==> src/hdl/kvlp_pkg.sv <==
package kvlp_pkg;

    localparam int KEY_LIMIT_DEF = 32;

    localparam int LIMIT_W     = 11;
    localparam int ENTRY_W     = 10;
    localparam int VALUE_W     = 64;
    localparam int CHUNK_W     = 64;
    localparam int CNT_W       = 4;
    localparam int S_TDATA_W   = 8;
    localparam int M_TDATA_W   = 144;

    localparam logic [LIMIT_W-1:0] LIMIT_RESET = 11'd64;

    localparam logic [7:0] CH_NUL   = 8'h00;
    localparam logic [7:0] CH_TAB   = 8'h09;
    localparam logic [7:0] CH_NL    = 8'h0A;
    localparam logic [7:0] CH_VT    = 8'h0B;
    localparam logic [7:0] CH_FF    = 8'h0C;
    localparam logic [7:0] CH_CR    = 8'h0D;
    localparam logic [7:0] CH_SPACE = 8'h20;
    localparam logic [7:0] CH_PLUS  = 8'h2B;
    localparam logic [7:0] CH_MINUS = 8'h2D;
    localparam logic [7:0] CH_ZERO  = 8'h30;
    localparam logic [7:0] CH_NINE  = 8'h39;
    localparam logic [7:0] CH_COLON = 8'h3A;

    localparam logic [2:0] PH_KEY     = 3'd0;
    localparam logic [2:0] PH_SPACE   = 3'd1;
    localparam logic [2:0] PH_DIGITS  = 3'd2;
    localparam logic [2:0] PH_TAIL    = 3'd3;
    localparam logic [2:0] PH_DISCARD = 3'd4;

endpackage

==> src/hdl/key_value_line_parser.sv <==
// A line-ending byte is first captured in the input register; when it is consumed, its entry is
// loaded into the flush register, which presents the first key chunk on the output.
// Throughput: one text byte per cycle; an entry leaves as ceil(key_length/8) chunks (at
// least one), one per cycle while the receiver is ready. Input stalls only when a line ends
// while the chunks of the previous entry are still waiting in the flush register.
// Reset: synchronous, active low; clears line state, entry count and sets entry_limit to 64.
module key_value_line_parser #(
    parameter int KEY_LIMIT = kvlp_pkg::KEY_LIMIT_DEF
) (
    input  logic                             i_clk,
    input  logic                             i_rst_n,
    input  logic                             i_cfg_valid,
    output logic                             o_cfg_ready,
    input  logic [kvlp_pkg::LIMIT_W-1:0]     i_cfg_data,
    input  logic                             s_axis_tvalid,
    output logic                             s_axis_tready,
    input  logic [kvlp_pkg::S_TDATA_W-1:0]   s_axis_tdata,  // text_byte[7:0]
    input  logic                             s_axis_tlast,  // end_of_text
    output logic                             m_axis_tvalid,
    input  logic                             m_axis_tready,
    // key_chunk[63:0], chunk_bytes[67:64], entry_number[77:68], value_number[141:78], zeros
    output logic [kvlp_pkg::M_TDATA_W-1:0]   m_axis_tdata,
    output logic                             m_axis_tlast   // last_chunk
);
    import kvlp_pkg::*;

    localparam int LW   = $clog2(KEY_LIMIT);
    localparam int FL_W = ((KEY_LIMIT + 7) / 8) * 64;
    localparam logic [LW-1:0] KLEN_MAX = LW'(KEY_LIMIT - 1);

    // input register
    logic                r_in_valid;
    logic [7:0]          r_in_byte;
    logic                r_in_last;

    // line state
    logic [LIMIT_W-1:0]  r_limit;
    logic [2:0]          r_phase, n_phase;
    logic [LW-1:0]       r_klen, n_klen;
    logic [VALUE_W-1:0]  r_acc, n_acc;
    logic [VALUE_W-1:0]  r_nacc, n_nacc;
    logic                r_ovf, n_ovf;
    logic                r_neg, n_neg;
    logic [LIMIT_W-1:0]  r_ent, n_ent;
    logic [7:0]          r_key [KEY_LIMIT];

    // flush register
    logic                r_fl_busy;
    logic [FL_W-1:0]     r_fl_key;
    logic [LW-1:0]       r_fl_rem;
    logic [ENTRY_W-1:0]  r_fl_entry;
    logic [VALUE_W-1:0]  r_fl_value;

    logic [2:0]          u_phase;
    logic [LW-1:0]       u_klen;
    logic [VALUE_W-1:0]  u_acc, u_nacc;
    logic                u_ovf, u_neg;
    logic                w_key_we;
    logic                w_is_nul, w_is_nl, w_is_digit, w_is_space, w_fin, w_emit;
    logic [3:0]          w_digit;
    logic [VALUE_W+3:0]  w_prod;
    logic [VALUE_W-1:0]  w_nprod;
    logic [VALUE_W-1:0]  w_val;
    logic [FL_W-1:0]     w_key_flat;
    logic                w_cons, w_load, w_load_ok, w_out_acc, w_last;
    logic [6:0]          w_rem7;
    logic [CNT_W-1:0]    w_cnt;
    logic [CHUNK_W-1:0]  w_chunk;

    assign o_cfg_ready = 1'b1;

    assign w_is_nul   = (r_in_byte == CH_NUL);
    assign w_is_nl    = (r_in_byte == CH_NL);
    assign w_is_digit = (r_in_byte >= CH_ZERO) && (r_in_byte <= CH_NINE);
    assign w_is_space = (r_in_byte == CH_SPACE) || (r_in_byte == CH_TAB) ||
                        (r_in_byte == CH_VT) || (r_in_byte == CH_FF) ||
                        (r_in_byte == CH_CR);
    assign w_digit    = r_in_byte[3:0];

    assign w_prod  = {1'b0, r_acc, 3'b000} + {3'b000, r_acc, 1'b0} + (VALUE_W+4)'(w_digit);
    assign w_nprod = {r_nacc[VALUE_W-4:0], 3'b000} + {r_nacc[VALUE_W-2:0], 1'b0}
                     - VALUE_W'(w_digit);

    always_comb begin
        u_phase  = r_phase;
        u_klen   = r_klen;
        u_acc    = r_acc;
        u_nacc   = r_nacc;
        u_ovf    = r_ovf;
        u_neg    = r_neg;
        w_key_we = 1'b0;
        if (!w_is_nul && !w_is_nl) begin
            case (r_phase)
                PH_KEY: begin
                    if (r_in_byte == CH_COLON) begin
                        u_phase = PH_SPACE;
                    end else if (r_klen >= KLEN_MAX) begin
                        u_phase = PH_DISCARD;
                    end else begin
                        w_key_we = 1'b1;
                        u_klen   = r_klen + 1'b1;
                    end
                end
                PH_SPACE: begin
                    if (w_is_space) begin
                        u_phase = PH_SPACE;
                    end else if (r_in_byte == CH_PLUS) begin
                        u_phase = PH_DIGITS;
                    end else if (r_in_byte == CH_MINUS) begin
                        u_neg   = 1'b1;
                        u_phase = PH_DIGITS;
                    end else if (w_is_digit) begin
                        u_phase = PH_DIGITS;
                    end else begin
                        u_phase = PH_TAIL;
                    end
                end
                PH_DIGITS: begin
                    if (!w_is_digit) begin
                        u_phase = PH_TAIL;
                    end
                end
                default: begin
                    u_phase = r_phase;
                end
            endcase
            if (w_is_digit && !r_ovf && (r_phase == PH_SPACE || r_phase == PH_DIGITS)) begin
                if (w_prod[VALUE_W+3:VALUE_W] != 4'd0) begin
                    u_ovf = 1'b1;
                end else begin
                    u_acc  = w_prod[VALUE_W-1:0];
                    u_nacc = w_nprod;
                end
            end
        end
    end

    assign w_fin  = w_is_nul || w_is_nl || r_in_last;
    assign w_emit = w_fin && (r_ent < r_limit) &&
                    (u_phase == PH_SPACE || u_phase == PH_DIGITS || u_phase == PH_TAIL);
    assign w_val  = u_ovf ? {VALUE_W{1'b1}} : (u_neg ? u_nacc : u_acc);

    always_comb begin
        n_phase = w_fin ? PH_KEY : u_phase;
        n_klen  = w_fin ? '0 : u_klen;
        n_acc   = w_fin ? '0 : u_acc;
        n_nacc  = w_fin ? '0 : u_nacc;
        n_ovf   = w_fin ? 1'b0 : u_ovf;
        n_neg   = w_fin ? 1'b0 : u_neg;
        n_ent   = w_emit ? r_ent + 1'b1 : r_ent;
        if (w_is_nul || r_in_last) begin
            n_ent = '0;
        end
    end

    always_comb begin
        w_key_flat = '0;
        for (int i = 0; i < KEY_LIMIT; i++) begin
            w_key_flat[i*8 +: 8] = r_key[i];
        end
    end

    assign w_rem7    = 7'(r_fl_rem);
    assign w_last    = (w_rem7 <= 7'd8);
    assign w_cnt     = w_last ? CNT_W'(w_rem7) : CNT_W'(8);
    assign w_out_acc = r_fl_busy && m_axis_tready;
    assign w_load_ok = !r_fl_busy || (w_out_acc && w_last);
    assign w_cons    = r_in_valid && (!w_emit || w_load_ok);
    assign w_load    = w_cons && w_emit;

    assign s_axis_tready = !r_in_valid || w_cons;

    always_comb begin
        for (int i = 0; i < 8; i++) begin
            w_chunk[i*8 +: 8] = (CNT_W'(i) < w_cnt) ? r_fl_key[i*8 +: 8] : 8'h00;
        end
    end

    assign m_axis_tvalid = r_fl_busy;
    assign m_axis_tlast  = w_last;
    assign m_axis_tdata  = {2'b00, (w_last ? r_fl_value : {VALUE_W{1'b0}}),
                            r_fl_entry, w_cnt, w_chunk};

    always_ff @(posedge i_clk) begin
        if (!i_rst_n) begin
            r_in_valid <= 1'b0;
            r_limit    <= LIMIT_RESET;
            r_phase    <= PH_KEY;
            r_klen     <= '0;
            r_acc      <= '0;
            r_nacc     <= '0;
            r_ovf      <= 1'b0;
            r_neg      <= 1'b0;
            r_ent      <= '0;
            r_fl_busy  <= 1'b0;
        end else begin
            if (i_cfg_valid) begin
                r_limit <= i_cfg_data;
            end
            if (s_axis_tvalid && s_axis_tready) begin
                r_in_valid <= 1'b1;
            end else if (w_cons) begin
                r_in_valid <= 1'b0;
            end
            if (w_cons) begin
                r_phase <= n_phase;
                r_klen  <= n_klen;
                r_acc   <= n_acc;
                r_nacc  <= n_nacc;
                r_ovf   <= n_ovf;
                r_neg   <= n_neg;
                r_ent   <= n_ent;
            end
            if (w_load) begin
                r_fl_busy <= 1'b1;
            end else if (w_out_acc && w_last) begin
                r_fl_busy <= 1'b0;
            end
        end
    end

    always_ff @(posedge i_clk) begin
        if (s_axis_tvalid && s_axis_tready) begin
            r_in_byte <= s_axis_tdata;
            r_in_last <= s_axis_tlast;
        end
        if (w_cons && w_key_we) begin
            r_key[r_klen] <= r_in_byte;
        end
        if (w_load) begin
            r_fl_key   <= w_key_flat;
            r_fl_rem   <= r_klen;
            r_fl_entry <= r_ent[ENTRY_W-1:0];
            r_fl_value <= w_val;
        end else if (w_out_acc && !w_last) begin
            r_fl_key <= r_fl_key >> 64;
            r_fl_rem <= LW'(w_rem7 - 7'd8);
        end
    end

`ifndef SYNTHESIS
    a_full_chunk: assert property (@(posedge i_clk) disable iff (!i_rst_n)
        (m_axis_tvalid && !m_axis_tlast) |-> (m_axis_tdata[67:64] == 4'd8))
        else $error("non-final chunk not full");

    a_value_on_last: assert property (@(posedge i_clk) disable iff (!i_rst_n)
        (m_axis_tvalid && !m_axis_tlast) |-> (m_axis_tdata[141:78] == '0))
        else $error("value on non-final chunk");

    a_drain: assert property (@(posedge i_clk) disable iff (!i_rst_n)
        (m_axis_tvalid && m_axis_tready && m_axis_tlast && !w_load) |=> !m_axis_tvalid)
        else $error("flush register still busy after final chunk");

    a_no_overrun: assert property (@(posedge i_clk) disable iff (!i_rst_n)
        (w_load && r_fl_busy) |-> (m_axis_tready && w_last))
        else $error("entry loaded over pending chunks");

    a_key_bound: assert property (@(posedge i_clk) disable iff (!i_rst_n)
        (r_in_valid && w_cons) |=> (r_klen <= KLEN_MAX))
        else $error("key length beyond limit");
`endif

endmodule

==> config.mk <==
export PLATFORM = sky130hd
export DESIGN_NAME = key_value_line_parser
export DESIGN_NICKNAME = d
export VERILOG_FILES = /design/src/hdl/kvlp_pkg.sv /design/src/hdl/key_value_line_parser.sv
export SDC_FILE = /design/constraint.sdc
export NUM_CORES = 2
export LEC_CHECK = 0
export ABC_AREA = 1
export BUFFER_PORTS_ARGS = -buffer_cell sky130_fd_sc_hd__buf_2
export CORE_ASPECT_RATIO = 0.8
export CORE_MARGIN = 1
export CORE_UTILIZATION = 60
export DETAILED_ROUTE_END_ITERATION = 16
export GPL_TIMING_DRIVEN = 0
export PLACE_DENSITY = 0.74
export SYNTH_ARGS = -nofsm -noshare
export SYNTH_HDL_FRONTEND = slang
export SYNTH_SLANG_ARGS = --single-unit
==> constraint.sdc <==
create_clock -name i_clk -period 9.91 [get_ports i_clk]
set_clock_uncertainty 0.05 [all_clocks]
set_input_delay 0.4955 -clock i_clk [delete_from_list [all_inputs] [get_ports i_clk]]
set_output_delay 0.4955 -clock i_clk [all_outputs]
set_load 0.1 [all_outputs]
== Word-level counts from Yosys, hierarchy flattened ==
Memories as Yosys holds them, arrays and structs flattened.
Cells that the tools add are included.

* Register bits after elaboration: 506
* RAM bits: 256
* Input port bits: 25
* Output and inout port bits: 148
* Word-level logic and storage cells: 157
* Memories kept: 1

* Add/subtract/negate cells: 7
* $lt $le $gt $ge: 13
* Equal/unequal tests: 16
* Muxes and demuxes: 60
* Reductions and logical operators: 44

{| class="wikitable"
|+ Memories
! name !! words !! bits a word !! rd ports !! clocked after Yosys merged registers in !! write ports !! RTL line !! text
|-
| r_key || 32 || 8 || 32 || 0 || 1 || key_value_line_parser.sv:45 || <nowiki>logic [7:0] r_key [KEY_LIMIT];</nowiki>
|}

{| class="wikitable"
|+ Operator list
! operator !! count
|-
| 2-to-1 mux 64 bit || 10
|-
| 2-to-1 mux 256 bit || 2
|-
| adder 67 x 65 -> 68 bit || 1
|-
| adder 68 x 4 -> 68 bit || 1
|-
| adder 64 bit || 1
|-
| 2-to-1 mux 8 bit || 8
|-
| subtractor 64 x 4 -> 64 bit || 1
|-
| == test 8 x 4 -> 1 bit (second input constant) || 5
|-
| 2-to-1 mux 5 bit || 7
|-
| == test 8 x 6 -> 1 bit (second input constant) || 4
|-
| 2-to-1 mux 1 bit || 23
|-
| 2-to-1 mux 11 bit || 2
|-
| < comparator 3 x 4 -> 1 bit (first input constant) || 4
|-
| 2-to-1 mux 3 bit || 5
|-
| logical AND 1 bit || 13
|-
| logical OR 1 bit || 13
|-
| nonzero test 2 bit || 6
|-
| adder 11 x 1 -> 11 bit (second input constant) || 1
|-
| < comparator 11 bit || 1
|-
| == test 3 x 2 -> 1 bit (second input constant) || 3
|-
| case mux 3 bit (3 select lines) || 1
|-
| greater-or-equal comparator 8 x 6 -> 1 bit (second input constant) || 1
|-
| <= comparator 8 x 6 -> 1 bit (second input constant) || 1
|-
| logical NOT 8 bit || 1
|-
| other kinds (15) || 25
|}

== Longest topological paths before layout ==
* Depth after elaboration: 18
* Mapped depth: 27
* Mapped depth without buffers: 24

== Worst setup path before layout ==
No wires, ideal clock.

* Path type: reg2reg
* From: register r_fl_rem[3]
* To: register r_fl_key[0] (enable)
* Setup time: 1.993 ns
* Data arrival time: 7.572 ns
* Data required time: 7.867 ns
* Setup slack: 0.295 ns
* Cell stages (with the launch flop): 13
* Buffers on the path: 4
* Period minus slack after synthesis: 9.615 ns
* Path through: edfxtp_1 > inv_1 > ha_1 > buf_2 > inv_1 > nand2_1 > inv_1 > o21ai_0 > nand3_1 > buf_2 > buf_2 > buf_2 > nand2_1

* Longest elaborated chain between the ends: 7
* Elaborated cells on any way between the ends: 9
* Classes of those cells: order compare: 1; reduce/logical: 8

{| class="wikitable"
|+ RTL lines
! element !! RTL line !! text
|-
| start, declared || key_value_line_parser.sv:50 || <nowiki>logic [LW-1:0] r_fl_rem;</nowiki>
|-
| start signal, assigned || key_value_line_parser.sv:232 || <nowiki>r_fl_rem <= r_klen;</nowiki>
|-
| start signal, assigned || key_value_line_parser.sv:237 || <nowiki>r_fl_rem <= LW'(w_rem7 - 7'd8);</nowiki>
|-
| <= comparator 5 x 4 -> 1 bit (*) || key_value_line_parser.sv:164 || <nowiki>assign w_last = (w_rem7 <= 7'd8);</nowiki>
|-
| via m_axis_tlast || key_value_line_parser.sv:23 || <nowiki>output logic m_axis_tlast</nowiki>
|-
| logical AND 1 bit || key_value_line_parser.sv:167 || <nowiki>assign w_load_ok = !r_fl_busy || (w_out_acc && w_last);</nowiki>
|-
| logical OR 1 bit || key_value_line_parser.sv:167 ||
|-
| logical OR 1 bit || key_value_line_parser.sv:168 || <nowiki>assign w_cons = r_in_valid && (!w_emit || w_load_ok);</nowiki>
|-
| logical AND 1 bit || key_value_line_parser.sv:168 ||
|-
| logical AND 1 bit || key_value_line_parser.sv:169 || <nowiki>assign w_load = w_cons && w_emit;</nowiki>
|-
| nonzero test 2 bit (no line) (*) || n/a ||
|-
| end signal, assigned || key_value_line_parser.sv:231 || <nowiki>r_fl_key <= w_key_flat;</nowiki>
|-
| end signal, assigned || key_value_line_parser.sv:236 || <nowiki>r_fl_key <= r_fl_key >> 64;</nowiki>
|-
| end, declared || key_value_line_parser.sv:49 || <nowiki>logic [FL_W-1:0] r_fl_key;</nowiki>
|}

The timed path passes the listed nets; every way through them passes the cells marked *.
A chain may end at the register's enable or synchronous reset.

== Worst setup path after layout ==
* From: register r_in_byte[3]
* To: register r_fl_value[43] (data pin)

* Longest elaborated chain between the ends: 9
* Elaborated cells on any way between the ends: 39
* Classes of those cells: add/sub: 2; order compare: 2; eq/ne: 8; mux: 15; reduce/logical: 12

{| class="wikitable"
|+ RTL lines
! element !! RTL line !! text
|-
| start, declared || key_value_line_parser.sv:33 || <nowiki>logic [7:0] r_in_byte;</nowiki>
|-
| start signal, assigned || key_value_line_parser.sv:224 || <nowiki>r_in_byte <= s_axis_tdata;</nowiki>
|-
| branches (longest 9 deep; another with adder 68 x 4 -> 68 bit) || n/a ||
|-
| end signal, assigned || key_value_line_parser.sv:234 || <nowiki>r_fl_value <= w_val;</nowiki>
|-
| end, declared || key_value_line_parser.sv:52 || <nowiki>logic [VALUE_W-1:0] r_fl_value;</nowiki>
|}

Several ways; the timed one is not identified.

==> results.md <==
### Timing
* **worst path setup slack after routing** 3.76 ns
* **f_max** 0.163 GHz
* **portion of the clock cycle consumed by the worst path in the final layout** 62.0%
* **unrepaired setup endpoints after global routing** no
* **final count of pins violating max slew** 15
* **worst rel slew slack** -6.14%
* **Final Hold Vio Count** 0
* **final setup vio count** 0
* **pin slew with the least headroom to its limit** 1.58 ns
* **worst hold slack** 0.0165 ns
* **min cycle time layout** 6.15 ns

### Global route
* **Tot GR Track Use** 37.9%
* **pin count of the biggest net entering global routing** 69
* **first-pass GRT wire length** 217000 µm
* **Overflow after GRT** 0
* **antenna violations before repair** 5
* **via count of the first global-routing pass** 36648

### Outcome
* **violated checks** capacitance limit, slew limit
* **result of the run** finished with violations

### Floorplanning
* **effective utilization at floorplan** 61.2%
* **number of top-level pins** 173
* **floorplan die width** 310 µm
* **number of placement rows** 89
* **Die Footprint** 77000 µm²
* **total core area** 74400 µm²
* **die height** 248 µm

### CTS
* **TritonCTS clock tree** done
* **Root Driver** sky130_fd_sc_hd__clkbuf_16
* **Reg clk slew, reported paths** 0.07 ns
* **buffer depth of the longest clock path** 3
* **number of buffers created by CTS** 76
* **source-to-sink clock delay at the later pin of the worst-skew pair** 0.66 ns
* **sink count of the clock tree** 762
* **number of gates resized after cts** 0
* **H-Tree Depth** 3
* **number of hold buffers added after CTS** 9
* **number of setup buffers added after CTS** 0

### Worst hold path
* **Hold WC Path Type** in2reg
* **Hold Path Stages** 3

### Critical path
* **type of the worst setup path** reg2reg
* **endpoint required time on the critical path** 10.20 ns
* **kind of start point of the critical path** flop
* **depth of the worst register-to-register path** 23
* **sort of element at the end of the critical path** flop
* **critical path data arrival time** 6.43 ns
* **crit-path max FO** 15

### Place
* **minimum setup slack after placement** 4.01 ns
* **final weighted congestion of routability-driven global placement** 1.05
* **placed cells** 7177
* **detailed placement HPWL** 114000 µm
* **PortBufs** 169

### Detailed routing
* **Detail Route Antenna Nets** 0
* **average via count per standard cell** 5.56
* **post-DR wirelength/cell** 20.0 µm
* **number of DRC markers after the initial detailed-route iteration** 5211
* **iteration count of the initial detailed-routing pass** 7
* **number of vias in the routed layout** 40716
* **total detailed-routing wirelength** 147000 µm
* **number of DRC violations after detailed routing** 0

### Yosys
* **number of warnings printed during yosys synthesis** 0
* **proportion of synthesized flip-flops having asynchronous set or reset** 0%
* **sequential-to-total area share from yosys stat** 46.7%
* **multiplexer share of the synthesized area** 0%
* **summed instance area of the synthesized netlist** 45500 µm²
* **average size of a mapped cell** 7.60 µm²
* **area share of and/or/nand/nor cells after synthesis** 29.5%
* **dominant synthesized flop cell** sky130_fd_sc_hd__edfxtp_1
* **share of the synthesized area in compound gates (AO/OA/AOI/OAI)** 4.49%
* **post-synthesis share of cell area spent on xor and xnor gates** 1.35%
* **post-synthesis cell type count** 46
* **number of synthesized register bits** 762
* **number of synthesized flops with an enable pin** 600
* **dominant combinational cell family by area after synthesis** simple AND/OR/NAND/NOR gates
* **synthesized instance count** 5987
* **Post-Synth Adder-Cell Area** 7.52%

### Cells and area
* **commonest cells after routing, fill and taps aside** sky130_fd_sc_hd__nand2_1, sky130_fd_sc_hd__inv_1, sky130_fd_sc_hd__edfxtp_1, sky130_fd_sc_hd__nor2_1, sky130_fd_sc_hd__a21oi_1
* **leading cell type in the layout, fill and taps excluded** sky130_fd_sc_hd__nand2_1
* **number of non-filler instances in the completed layout** 7325
* **Final nets** 6559
* **final-layout fill cell count** 6241
* **post-synthesis to final-layout area growth** 11.2%
* **share of post-route cells with drive strength above 1** 7.29%

### Power
* **power density of the placed cells** 128 nW/µm²
* **leakage power summed over all cells** 25.2 nW
* **part of the power in the clock network** 43.8%
* **Switch Pwr** 1.44 mW
* **relative contribution of sequential cells to total power** 53.3%
* **worst vdd rail ir drop** 238 µV
* **Gate power share** 2.9%
* **switching share of power** 22.3%
* **Internal** 5.02 mW

### Run
* **Max Cap Violations** 2

==> registers in the layout, summed over array words and instances, names as in the netlist, 3 cells and up <==
signal / count
r_fl_key: 256
r_key: 256
r_acc: 64
r_fl_value: 64
r_nacc: 64
r_ent: 11
r_limit: 11
r_fl_entry: 10
r_in_byte: 8
r_fl_rem: 5
r_klen: 5
r_phase: 3
==> synthesized netlist by cell type, drive strengths merged, types with 46 or more instances <==
master  number  area [µm²]
nor2       511        1960
ha         267        3340
o21ai       64         320
nand4      161        1010
a21oi      282        1420
xnor2       46         403
nand2     2273        8620
buf        104         577
nand3      240        1220
clkbuf      85         319
inv       1028        3860
dfxtp      162        3240
edfxtp     600       18000
==> critical path, cell delays in order, from the launching register on <==
cell,delay (ns)
sky130_fd_sc_hd__edfxtp_1,0.83
sky130_fd_sc_hd__buf_16,0.25
sky130_fd_sc_hd__inv_1,0.27
sky130_fd_sc_hd__fa_1,0.60
sky130_fd_sc_hd__fa_1,0.49
sky130_fd_sc_hd__inv_1,0.14
sky130_fd_sc_hd__nand3_1,0.12
sky130_fd_sc_hd__nand2_4,0.12
sky130_fd_sc_hd__nand2_1,0.07
sky130_fd_sc_hd__nand2_2,0.10
sky130_fd_sc_hd__nand2_1,0.07
sky130_fd_sc_hd__nand2_2,0.11
sky130_fd_sc_hd__nand2_1,0.09
sky130_fd_sc_hd__nand2_2,0.22
sky130_fd_sc_hd__nand2_1,0.12
sky130_fd_sc_hd__nand3_1,0.10
sky130_fd_sc_hd__nand2_2,0.07
sky130_fd_sc_hd__nor2_4,0.27
sky130_fd_sc_hd__buf_4,0.32
sky130_fd_sc_hd__nand2_1,0.09
sky130_fd_sc_hd__a21oi_2,0.43
sky130_fd_sc_hd__buf_4,0.35
sky130_fd_sc_hd__buf_4,0.24
sky130_fd_sc_hd__nand3_1,0.24
==> cells by family (layout without fill, tap and decap cells) <==
group / count (synthesis) / in the layout
xor+xnor: 70 / 70
flops: 762 / 762
other cells: 2 / 7
simple gates: 3279 / 3279
compound gates: 386 / 386
buf+inv: 1217 / 1549
fa+ha+maj: 271 / 271
==> per-layer routing <==
layer  global-route usage, %  vias to the layer above  wire (µm)
met5                    3.58                        -        386
li1                        -                    19423          -
met2                    52.6                     2250      58200
met3                    11.1                      250      20000
met4                    9.32                        6       3580
met1                    57.1                    18787      64700
==> power groups by stage <==
stage	clock (mW)	combinational (mW)	sequential (mW)
6_report	2.83	0.189	3.45
5_1_grt	2.95	0.197	3.45
4_1_cts	2.83	0.181	3.45
3_5_place_dp	0	0.178	3.51
3_3_place_gp	0	0.136	3.54
2_1_floorplan	0	0.0835	3.52
==> final timing paths <==
kind                 start        endpoint  slack (ns)
max           r_in_byte[3]  r_fl_value[43]        3.76
min          i_cfg_data[0]      r_limit[0]        0.02
max reg2reg   r_in_byte[3]  r_fl_value[43]        3.76
min reg2reg    r_limit[10]     r_limit[10]        0.41
==> area by class of cell <==
| type | instances | area [µm²] | area share [%] |
|---|---|---|---|
| Clock inverter | 42 | 332 | 0.655 |
| Antenna cell | 4 | 10.0 | 0.0198 |
| Timing Repair Buffer | 197 | 1430 | 2.82 |
| Sequential cell | 762 | 21300 | 42.0 |
| Multi-Input combinational cell | 4009 | 19500 | 38.6 |
| Clock buffer | 93 | 2060 | 4.07 |
| Buffer | 189 | 900 | 1.78 |
| Inverter | 1028 | 3860 | 7.62 |
| Tap cell | 1001 | 1250 | 2.47 |
==> stage by stage <==
stage / power (mW) / cell area, µm² / TNS [ns] / util (%)
after floorplan: 3.60 / 45500 / 0 / -
after global placement: 3.67 / 47600 / -1007.79 / 64.0
after detailed placement: 3.69 / 48100 / 0 / 64.7
after CTS: 6.46 / 50600 / 0 / 68.0
after global routing: 6.59 / 50600 / 0 / 68.0
final: 6.47 / 50600 / 0 / 68.0
Note: power is estimated with default switching activity, not from simulation.
